===== src/hw/rtl/multi_queue_strict_priority_core_defines.svh =====
// Assertion macros used by the strict priority multi-queue datapath.
`ifndef MULTI_QUEUE_STRICT_PRIORITY_CORE_DEFINES_SVH
`define MULTI_QUEUE_STRICT_PRIORITY_CORE_DEFINES_SVH

// Same-cycle implication, checked outside reset.
`define MQSP_ASSERT_IMP(label, clk, rst, ante, cons) \
  label: assert property (@(posedge clk) disable iff (rst) (ante) |-> (cons)) \
    else $error("mqsp assertion failed");

// Next-cycle implication, checked outside reset.
`define MQSP_ASSERT_NXT(label, clk, rst, ante, cons) \
  label: assert property (@(posedge clk) disable iff (rst) (ante) |=> (cons)) \
    else $error("mqsp assertion failed");

`endif


===== src/hw/rtl/mqsp_pkg.sv =====
// Shared constants, status codes and control structs of the multi-queue.
package mqsp_pkg;

  // Default sizes handed to the top level parameters.
  localparam int NUM_QUEUES_DEF  = 8;
  localparam int NUM_CLASSES_DEF = 4;
  localparam int CLASS_DEPTH_DEF = 16;

  // Field widths.
  localparam int QNUM_W     = 4;
  localparam int CLASS_W    = 2;
  localparam int ID_W       = 16;
  localparam int STATUS_W   = 3;
  localparam int ACTIVE_W   = 4;
  localparam int IN_TDATA_W = 24;
  localparam int OUT_TDATA_W = 16;

  localparam logic [ACTIVE_W-1:0] ACTIVE_RESET = 4'd8;

  // Operation codes.
  localparam logic FUNC_ENQ = 1'b0;
  localparam logic FUNC_DEQ = 1'b1;

  // Result status codes.
  localparam logic [STATUS_W-1:0] ST_ENQ   = 3'd0;
  localparam logic [STATUS_W-1:0] ST_DEQ   = 3'd1;
  localparam logic [STATUS_W-1:0] ST_FULL  = 3'd2;
  localparam logic [STATUS_W-1:0] ST_BADQ  = 3'd3;
  localparam logic [STATUS_W-1:0] ST_EMPTY = 3'd4;

  // Commands from the controller to the datapath.
  typedef struct packed {
    logic                load_item;
    logic                clear;
    logic                rec_rd;
    logic                act;
    logic                set_res;
    logic [STATUS_W-1:0] res_code;
    logic                res_from_store;
    logic                load_out;
  } mqsp_cmd_t;

  // Status from the datapath to the controller.
  typedef struct packed {
    logic clear_last;
    logic q_ok;
    logic is_enq;
    logic found;
    logic full;
    logic out_free;
  } mqsp_stat_t;

endpackage


===== src/hw/rtl/mqsp_ctrl.sv =====
// Sequencer that steps each item through check, pointer access and result.
module mqsp_ctrl
  import mqsp_pkg::*;
(
  input  logic       clk,
  input  logic       rst,
  input  logic       in_valid,
  output logic       in_ready,
  input  mqsp_stat_t st,
  output mqsp_cmd_t  cmd
);

  typedef enum logic [5:0] {
    S_CLEAR  = 6'b000001,
    S_IDLE   = 6'b000010,
    S_CHECK  = 6'b000100,
    S_ACT    = 6'b001000,
    S_ENT    = 6'b010000,
    S_RESULT = 6'b100000
  } state_t;

  state_t state;
  state_t state_next;

  assign in_ready = (state == S_IDLE);

  // Next state and command decode.
  always_comb begin
    state_next = state;
    cmd        = '0;
    cmd.res_code = ST_ENQ;
    case (state)
      S_CLEAR: begin
        cmd.clear = 1'b1;
        if (st.clear_last) state_next = S_IDLE;
      end
      S_IDLE: begin
        if (in_valid) begin
          cmd.load_item = 1'b1;
          state_next    = S_CHECK;
        end
      end
      S_CHECK: begin
        if (!st.q_ok) begin
          cmd.set_res  = 1'b1;
          cmd.res_code = ST_BADQ;
          state_next   = S_RESULT;
        end else if (st.is_enq || st.found) begin
          cmd.rec_rd = 1'b1;
          state_next = S_ACT;
        end else begin
          cmd.set_res  = 1'b1;
          cmd.res_code = ST_EMPTY;
          state_next   = S_RESULT;
        end
      end
      S_ACT: begin
        cmd.act = 1'b1;
        if (st.is_enq) begin
          cmd.set_res  = 1'b1;
          cmd.res_code = st.full ? ST_FULL : ST_ENQ;
          state_next   = S_RESULT;
        end else begin
          state_next = S_ENT;
        end
      end
      S_ENT: begin
        cmd.set_res        = 1'b1;
        cmd.res_code       = ST_DEQ;
        cmd.res_from_store = 1'b1;
        state_next         = S_RESULT;
      end
      S_RESULT: begin
        if (st.out_free) begin
          cmd.load_out = 1'b1;
          state_next   = S_IDLE;
        end
      end
      default: state_next = S_IDLE;
    endcase
  end

  // State register; reset starts the pointer clearing pass.
  always_ff @(posedge clk) begin
    if (rst) begin
      state <= S_CLEAR;
    end else begin
      state <= state_next;
    end
  end

endmodule


===== config.mk =====
export PLATFORM = sky130hd
export DESIGN_NAME = mqsp_ctrl
export DESIGN_NICKNAME = d
export VERILOG_FILES = /design/src/hw/rtl/multi_queue_strict_priority_core_defines.svh /design/src/hw/rtl/mqsp_pkg.sv /design/src/hw/rtl/mqsp_ctrl.sv
export SDC_FILE = /design/constraint.sdc
export NUM_CORES = 1
export LEC_CHECK = 0
export BUFFER_PORTS_ARGS = -buffer_cell sky130_fd_sc_hd__buf_2
export CAP_MARGIN = 20
export CORE_UTILIZATION = 30
export DETAILED_ROUTE_END_ITERATION = 8
export PLACE_DENSITY = 0.59
export REMOVE_ABC_BUFFERS = 1
export SLEW_MARGIN = 10
export SYNTH_ARGS = -nofsm -noshare
export SYNTH_HDL_FRONTEND = slang
export SYNTH_SLANG_ARGS = --single-unit

===== constraint.sdc =====
create_clock -name clk -period 2.5 [get_ports clk]
set_input_delay 0.375 -clock clk [delete_from_list [all_inputs] [get_ports clk]]
set_output_delay 0.375 -clock clk [all_outputs]
set_load 0.005 [all_outputs]

==> results.yml, run 1 <==
pwr:
  switching_power_mw: 0.05896
  power.share.clock_pct: 37.4
  power.leakage_nw: 0.2584
  p_int_mw: 0.1753
  sw_frac_of_total_pct: 25.17
  seqPwrFrac_pct: 45.4
  ir_worst_vdd_v: 0.0002706
  p_per_area_nw_per_um2: 440.5
  combPwrFrac_pct: 17.2
floorplanning:
  initial_core_util_pct: 34.39
  die_height_um: 38.88
  die_area_um2: 1511
  row_count: 12
  io_pins: 20
  core_um2: 1186
  die_w_um: 38.88
synth:
  synth_seq_cells: 6
  synth_top_family_by_area: "simple AND/OR/NAND/NOR gates"
  yosysSeqAreaShare_pct: 29.45
  synth_compound_area_share_pct: 13.19
  synth_top_cells_by_count: "dfxtp_1, nor2_1"
  synthAdderAreaFrac_pct: 0
  netlist_instances: 46
  synth_top_area_share_pct: 29.45
  synth_simple_gate_area_share_pct: 49.69
  synth_xor_area_share_pct: 2.147
  ys_types: 27
  synth-edff-count: 0
  async_flop_share_pct: 0
  ys_warn_count: 0
  synth_area_leaders: "dfxtp_1, and3b_1, nor4b_4"
  syn_area_per_cell_um2: 8.867
  yosysMostFrequentCell: "dfxtp_1"
  synthFlopType: "dfxtp_1"
  muxShareOfSynthArea_pct: 0
  synth_area_leader_cell: "dfxtp_1"
  syn_area_um2: 407.9
worst_setup_path:
  worst-path-buf-inv: 1
  r2r_cells: 3
  max_stage_delay_ns: 0.57
  r2r_start: "state[4]"
  regToRegEndpoint: "state[3]"
  path_class: "flip-flop to output pin"
  cp_top_family: "simple AND/OR/NAND/NOR gates"
  reg2reg_slack_ns: 0.88
  critPathMaxFanout: 8
  crit_arrival_ns: 1.97
  cp-start-kind: "flip-flop"
  crit_slowest_cell: "or4_4"
  path_cells: "or4_4, or3b_4, nor4b_4, buf_2"
  required_ns: 2.12
  endpoint_kind: "output pin"
sta:
  tightest_slew_ns: 0.3958
  slew_headroom_pct: 73.37
  hold_violations: 0
  holdWs_ns: 0.3434
  final.setup_skew_ns: 0.007141
  finalCriticalPeriod_ns: 2.341
  finalCritPeriodShare_pct: 93.62
  setup_tns_ns: 0
  rsz0062_at_grt: "no"
  fmax_mhz: 427.2
  setup_viol: 0
  slew_viol_final: 0
min_path:
  hold_path_class: "input pin to flip-flop"
  min_path_cells: 2
  min_to: "state[5]"
  hold_path.startpoint: "rst"
global_route:
  antenna_found_initial: 0
  grt_pass1_vias: 354
  gr-total-overflow: 0
  grt_usage_pct: 14.37
  grt_pass1_wl_mm: 1.476
  grt_max_degree: 9
finish:
  antenna_cells: 0
  largest_reg_flops: 6
  area_growth_pct: 30.37
  reg_top3: "state: 6 flops"
  largest-register: "state"
  nets: 78
  drive_above_1_share_pct: 40.30
cts:
  post_cts_resized: 0
  clk_latency_ns: 0.24
  clk_pin_slew_ns: 0.04
  clock_path_buffers: 2
  post_cts_buffers: 0
  cts_tree: "done"
  numCtsBuffers: 3
  cts.sink_count: 6
  cts.htree.levels: 1
  ctsHoldBuffers: 0
  cts_root_buf: "clkbuf_4"
place:
  gp_congestion: 0.7204
  dp_hpwl_um: 718.1
  io_buffers: 19
route:
  wl_per_cell_um: 10.95
  ant_nets: 0
  drc: 0
  first_pass_iters: 2
  routed_wl_um: 887
  vias: 405
  vias_per_cell: 5.000
  first_iter_violations: 5
flow_run:
  max_cap_viol_count: 0
status:
  status: "finished, final reports clean"
cell type report:
class	count	area [um^2]
Inverter	3	11.26
Fill cell	126	654.4
Clock buffer	3	22.52
Timing Repair Buffer	19	95.09
Multi-Input combinational cell	36	265.3
Sequential cell	6	120.1
Tap cell	14	17.52
cells by family after synthesis:
family | Yosys count
buf+inv | 4
compound gates | 9
xor+xnor | 1
flops | 6
simple gates | 26
metal layers:
layer  vias up  GRT usage, %  part of all wire, %
li1        218             -                    -
met1       177         19.23                   50
met2        10         20.83                   46
met3         0         3.468                  3.8
met4         0         7.759                    0
met5         -             0                    0
worst reg2reg max path, stage by stage, from the launching register on:
cell and delay [ns]:
dfxtp_1 0.38, or4_4 0.57, or3b_4 0.43, nor3_2 0.18
power groups by stage:
stage                     logic [mW]  clock network [mW]  registers [mW]
after detailed placement      0.0403                   0           0.108
after CTS                     0.0405              0.0921           0.106
after global placement        0.0406                   0           0.108
after global routing          0.0455              0.0968           0.107
final                         0.0402              0.0876           0.106
after floorplan               0.0238                   0           0.107
through the flow:
stage,area (um^2),util (%),total power [mW],worst slack [ns],cells
floorplan,396.6,-,0.1304,0.5827,45
global placement,509.2,42.93,0.1485,0.4295,78
detailed placement,509.2,42.93,0.1484,0.4068,78
CTS,531.8,44.83,0.2389,0.1436,81
global route,531.8,44.83,0.2498,0.09017,81
finish,531.8,44.83,0.2342,0.1594,81
worst max-delay path by stage:
stage                         from  endpoint  slack (ns)  cells past startpoint
after floorplan           state[4]    cmd[4]        0.58                      3
after global placement    state[4]    cmd[4]        0.43                      4
after detailed placement  state[4]    cmd[4]        0.41                      4
after CTS                 state[4]    cmd[4]        0.14                      4
after global routing      state[4]    cmd[4]        0.09                      4
final                     state[4]    cmd[4]        0.16                      4
layout by cell type (no fill, tap or decap):
master / instances
a211oi_1: 1
o21ai_0: 1
nand2b_1: 1
a21oi_1: 2
buf_2: 19
nor3_2: 1
nor2_1: 4
inv_1: 3
or4_4: 1
nor3b_2: 1
and3b_1: 3
clkbuf_4: 3
nand2_1: 1
and3_1: 1
xor2_1: 1
dfxtp_1: 6
and2_1: 1
nor3_1: 1
nor4_1: 2
nand3_1: 1
or3b_4: 1
nor4b_4: 1
nor3b_1: 3
nor4b_1: 2
a221oi_1: 1
o21bai_1: 1
nand3b_1: 1
o21ai_1: 3
(Power assumes the default switching activity.)
==> run 2: changes to the inputs <==
Settings changed: GPL_TIMING_DRIVEN set to 0.
==> results.yml, run 2 (synthesis gave the netlist of run 1 again) <==
status:
  status: "finished, final reports clean"
sta:
  setup_tns_ns: 0
  fmax_mhz: 422.9
  rsz0062_at_grt: "no"
  setup_viol: 0
  tightest_slew_ns: 0.4252
  final.setup_skew_ns: 0.001469
  finalCriticalPeriod_ns: 2.364
  hold_violations: 0
  slew_viol_final: 0
  slew_headroom_pct: 71.39
  finalCritPeriodShare_pct: 94.58
floorplanning:
  die_height_um: 38.88
  die_area_um2: 1511
  core_um2: 1186
  io_pins: 20
  die_w_um: 38.88
  row_count: 12
  initial_core_util_pct: 34.39
route:
  ant_nets: 0
  drc: 0
  vias_per_cell: 5.210
  vias: 422
  routed_wl_um: 948
  first_pass_iters: 4
  first_iter_violations: 10
  wl_per_cell_um: 11.70
global_route:
  grt_pass1_wl_mm: 1.559
  grt_pass1_vias: 377
  antenna_found_initial: 0
  grt_usage_pct: 15.93
  grt_max_degree: 9
  gr-total-overflow: 0
worst_setup_path:
  max_stage_delay_ns: 0.58
  cp-start-kind: "flip-flop"
  path_cells: "or4_4, or3b_4, nor4b_4, buf_2"
  critPathMaxFanout: 8
  required_ns: 2.12
  worst-path-buf-inv: 1
  path_class: "flip-flop to output pin"
  cp_top_family: "simple AND/OR/NAND/NOR gates"
  crit_arrival_ns: 1.99
  crit_slowest_cell: "or4_4"
  endpoint_kind: "output pin"
cts:
  clk_latency_ns: 0.24
  cts_root_buf: "clkbuf_4"
  clk_pin_slew_ns: 0.04
  cts.sink_count: 6
  post_cts_resized: 0
  cts.htree.levels: 1
  ctsHoldBuffers: 0
  post_cts_buffers: 0
  clock_path_buffers: 2
  numCtsBuffers: 3
  cts_tree: "done"
finish:
  largest-register: "state"
  design_area_um2: 531.8
  reg_top3: "state: 6 flops"
  nets: 78
  largest_reg_flops: 6
  antenna_cells: 0
  fillCellCount: 124
  most-common-layout-cells: "buf_2, dfxtp_1, nor2_1"
  final_common_cell: "buf_2"
  area_growth_pct: 30.37
  drive_above_1_share_pct: 40.30
  multi_input_area_um2: 265.3
  regArea_um2: 120.1
place:
  io_buffers: 19
  gp_congestion: 0.6847
  place_area_um2: 509.2
  dp_hpwl_um: 745.1
flow_run:
  max_cap_viol_count: 0
min_path:
  hold_path_class: "input pin to flip-flop"
pwr:
  power.leakage_nw: 0.2584
  ir_worst_vdd_v: 0.0002099
  p_per_area_nw_per_um2: 440.6
-- run 2: final timing paths --
check / from / end / slack, ns / cells after the start
min reg2reg: state[5] / state[1] / 0.59 / 2
max reg2reg: state[4] / state[3] / 0.85 / 3
max: state[4] / cmd[4] / 0.14 / 4
min: rst / state[5] / 0.34 / 2
-- run 2: area by class of cell --
class                      instances  share of cell area, %
multi-input combinational         36                  49.88
inverter                           3                  2.118
timing repair buffer              19                  17.88
clock buffer                       3                  4.235
tap                               14                  3.294
sequential                         6                  22.59
-- run 2: layer usage --
layer  global-route usage [%]  wire [um]  up-vias
met5                        0          0        -
met3                    3.468         28        0
li1                         -          -      220
met4                    12.93          0        0
met1                    19.23        459      192
met2                    23.75        459       10
-- run 2: report_power, final --
part           total [mW]  switching [mW]  leakage, nW  internal [mW]
sequential          0.107         0.00643       0.0491          0.100
clock              0.0866          0.0325       0.0138         0.0541
combinational      0.0411          0.0201        0.195         0.0210
total               0.234          0.0590        0.258          0.175
-- run 2: per-stage QoR --
step	util, %	worst slack [ns]	hold slack, ns	total power [mW]	cells
floorplan	-	0.5827	0.4441	0.1304	45
global placement	42.93	0.4175	0.5888	0.1485	78
detailed placement	42.93	0.3919	0.5839	0.1494	78
CTS	44.83	0.1313	0.3305	0.2380	81
global route	44.83	0.06635	0.3422	0.2495	81
finish	44.83	0.1356	0.3385	0.2343	81
-- run 2: worst reg2reg max path: cells and delay by family (launching register included) --
| kind | cells | cell delay (ns) |
|---|---|---|
| flops | 1 | 0.38 |
| simple gates | 3 | 1.21 |
==> run 3: changes to the inputs <==
Settings changed: RECOVER_POWER set to 100.
==> results.yml, run 3 (synthesis gave the netlist of run 1 again) <==
floorplanning:
  row_count: 12
  die_w_um: 38.88
  initial_core_util_pct: 34.39
  io_pins: 20
  die_height_um: 38.88
  die_area_um2: 1511
  core_um2: 1186
finish:
  fin_cells: 81
  antenna_cells: 0
  drive_above_1_share_pct: 32.84
  most-common-layout-cells: "buf_2, dfxtp_1, clkbuf_1, nor2_1"
  final_util_pct: 44.30
  nets: 78
  largest_reg_flops: 6
  reg_top3: "state: 6 flops"
  final_common_cell: "buf_2"
  largest-register: "state"
  design_area_um2: 525.5
  area_growth_pct: 28.83
cts:
  cts.htree.levels: 1
  cts_tree: "done"
  post_cts_buffers: 0
  clock_path_buffers: 2
  clk_latency_ns: 0.24
  clk_pin_slew_ns: 0.04
  numCtsBuffers: 3
  ctsHoldBuffers: 0
  cts_root_buf: "clkbuf_4"
  post_cts_resized: 0
  cts.sink_count: 6
worst_setup_path:
  max_stage_delay_ns: 0.58
  critPathMaxFanout: 8
  endpoint_kind: "output pin"
  cp_top_family: "simple AND/OR/NAND/NOR gates"
  path_cells: "or4_4, or3b_4, nor4b_4, clkbuf_2"
  worst-path-buf-inv: 1
  cp-start-kind: "flip-flop"
  required_ns: 2.12
  crit_slowest_cell: "or4_4"
  crit_arrival_ns: 1.99
  path_class: "flip-flop to output pin"
route:
  ant_nets: 0
  vias: 423
  wl_per_cell_um: 11.48
  vias_per_cell: 5.222
  drc: 0
  first_pass_iters: 4
  routed_wl_um: 930
  first_iter_violations: 7
place:
  place_area_um2: 509.2
  gp_congestion: 0.6847
  io_buffers: 19
  dp_hpwl_um: 745.1
  dp.cells: 78
sta:
  setup_viol: 0
  finalCriticalPeriod_ns: 2.364
  setup_tns_ns: 0
  finalCritPeriodShare_pct: 94.55
  slew_headroom_pct: 71.42
  slew_viol_final: 0
  hold_violations: 0
  tightest_slew_ns: 0.4248
  fmax_mhz: 423.1
  final.setup_skew_ns: 0.0006450
  rsz0062_at_grt: "no"
flow_run:
  max_cap_viol_count: 0
pwr:
  sw_frac_of_total_pct: 25.41
  p_int_mw: 0.1745
  power.share.clock_pct: 37.3
  seqPwrFrac_pct: 45.5
  p_per_area_nw_per_um2: 445.3
  power.leakage_nw: 0.2357
  switching_power_mw: 0.05947
  ir_worst_vdd_v: 0.0002097
  combPwrFrac_pct: 17.2
  total_power_mw: 0.2340
status:
  status: "finished, final reports clean"
global_route:
  grt_usage_pct: 15.93
  gr-total-overflow: 0
  grt_pass1_wl_mm: 1.559
  grt_max_degree: 9
  antenna_found_initial: 0
  grt_pass1_vias: 377
min_path:
  hold_path_class: "input pin to flip-flop"
-- run 3: cell count changes in the layout (fill, tap and decap cells not counted) --
| cell | change |
|---|---|
| buf_2 | -6 |
| clkbuf_1 | +5 |
| o21ai_0 | +2 |
| o21ai_1 | -2 |
| and2_0 | +1 |
| and2_1 | -1 |
| clkbuf_2 | +1 |
-- run 3: worst register-to-register path, stage by stage (launching register included) --
cell and delay [ns]:
dfxtp_1 0.37, or4_4 0.58, nor3b_2 0.31, a221oi_1 0.17, a21oi_1 0.14
-- run 3: area by class of cell --
type	instances	area, um^2
fill	127	660.6
multi-input combinational	36	265.3
sequential	6	120.1
tap	14	17.52
timing repair buffer	19	88.84
clock buffer	3	22.52
inverter	3	11.26
-- run 3: power groups by stage --
stage	logic [mW]	clock network [mW]	registers, mW
2_1_floorplan	0.0238	0	0.107
3_3_place_gp	0.0405	0	0.108
3_5_place_dp	0.0412	0	0.108
4_1_cts	0.0414	0.0902	0.106
5_1_grt	0.0452	0.0961	0.107
6_report	0.0403	0.0872	0.107
-- run 3: metrics by stage --
step	hold WS [ns]	setup WS [ns]
floorplan	0.4441	0.5827
global placement	0.5888	0.4175
detailed placement	0.5839	0.3919
CTS	0.3305	0.1313
global route	0.3422	0.06391
finish	0.3396	0.1363
-- run 3: worst paths after layout --
check / from / cells past startpoint / slack [ns] / endpoint
worst max-delay path: state[4] / 4 / 0.14 / cmd[4]
worst min-delay path: rst / 2 / 0.34 / state[5]
worst min register to register: state[5] / 2 / 0.59 / state[1]
worst max register to register: state[4] / 4 / 0.85 / state[5]
-- run 3: routing by layer --
layer	part of all wire [%]	GRT usage, %
met5	0	0
met2	46	23.75
met3	4.2	3.468
met1	46	19.23
met4	3.1	12.93
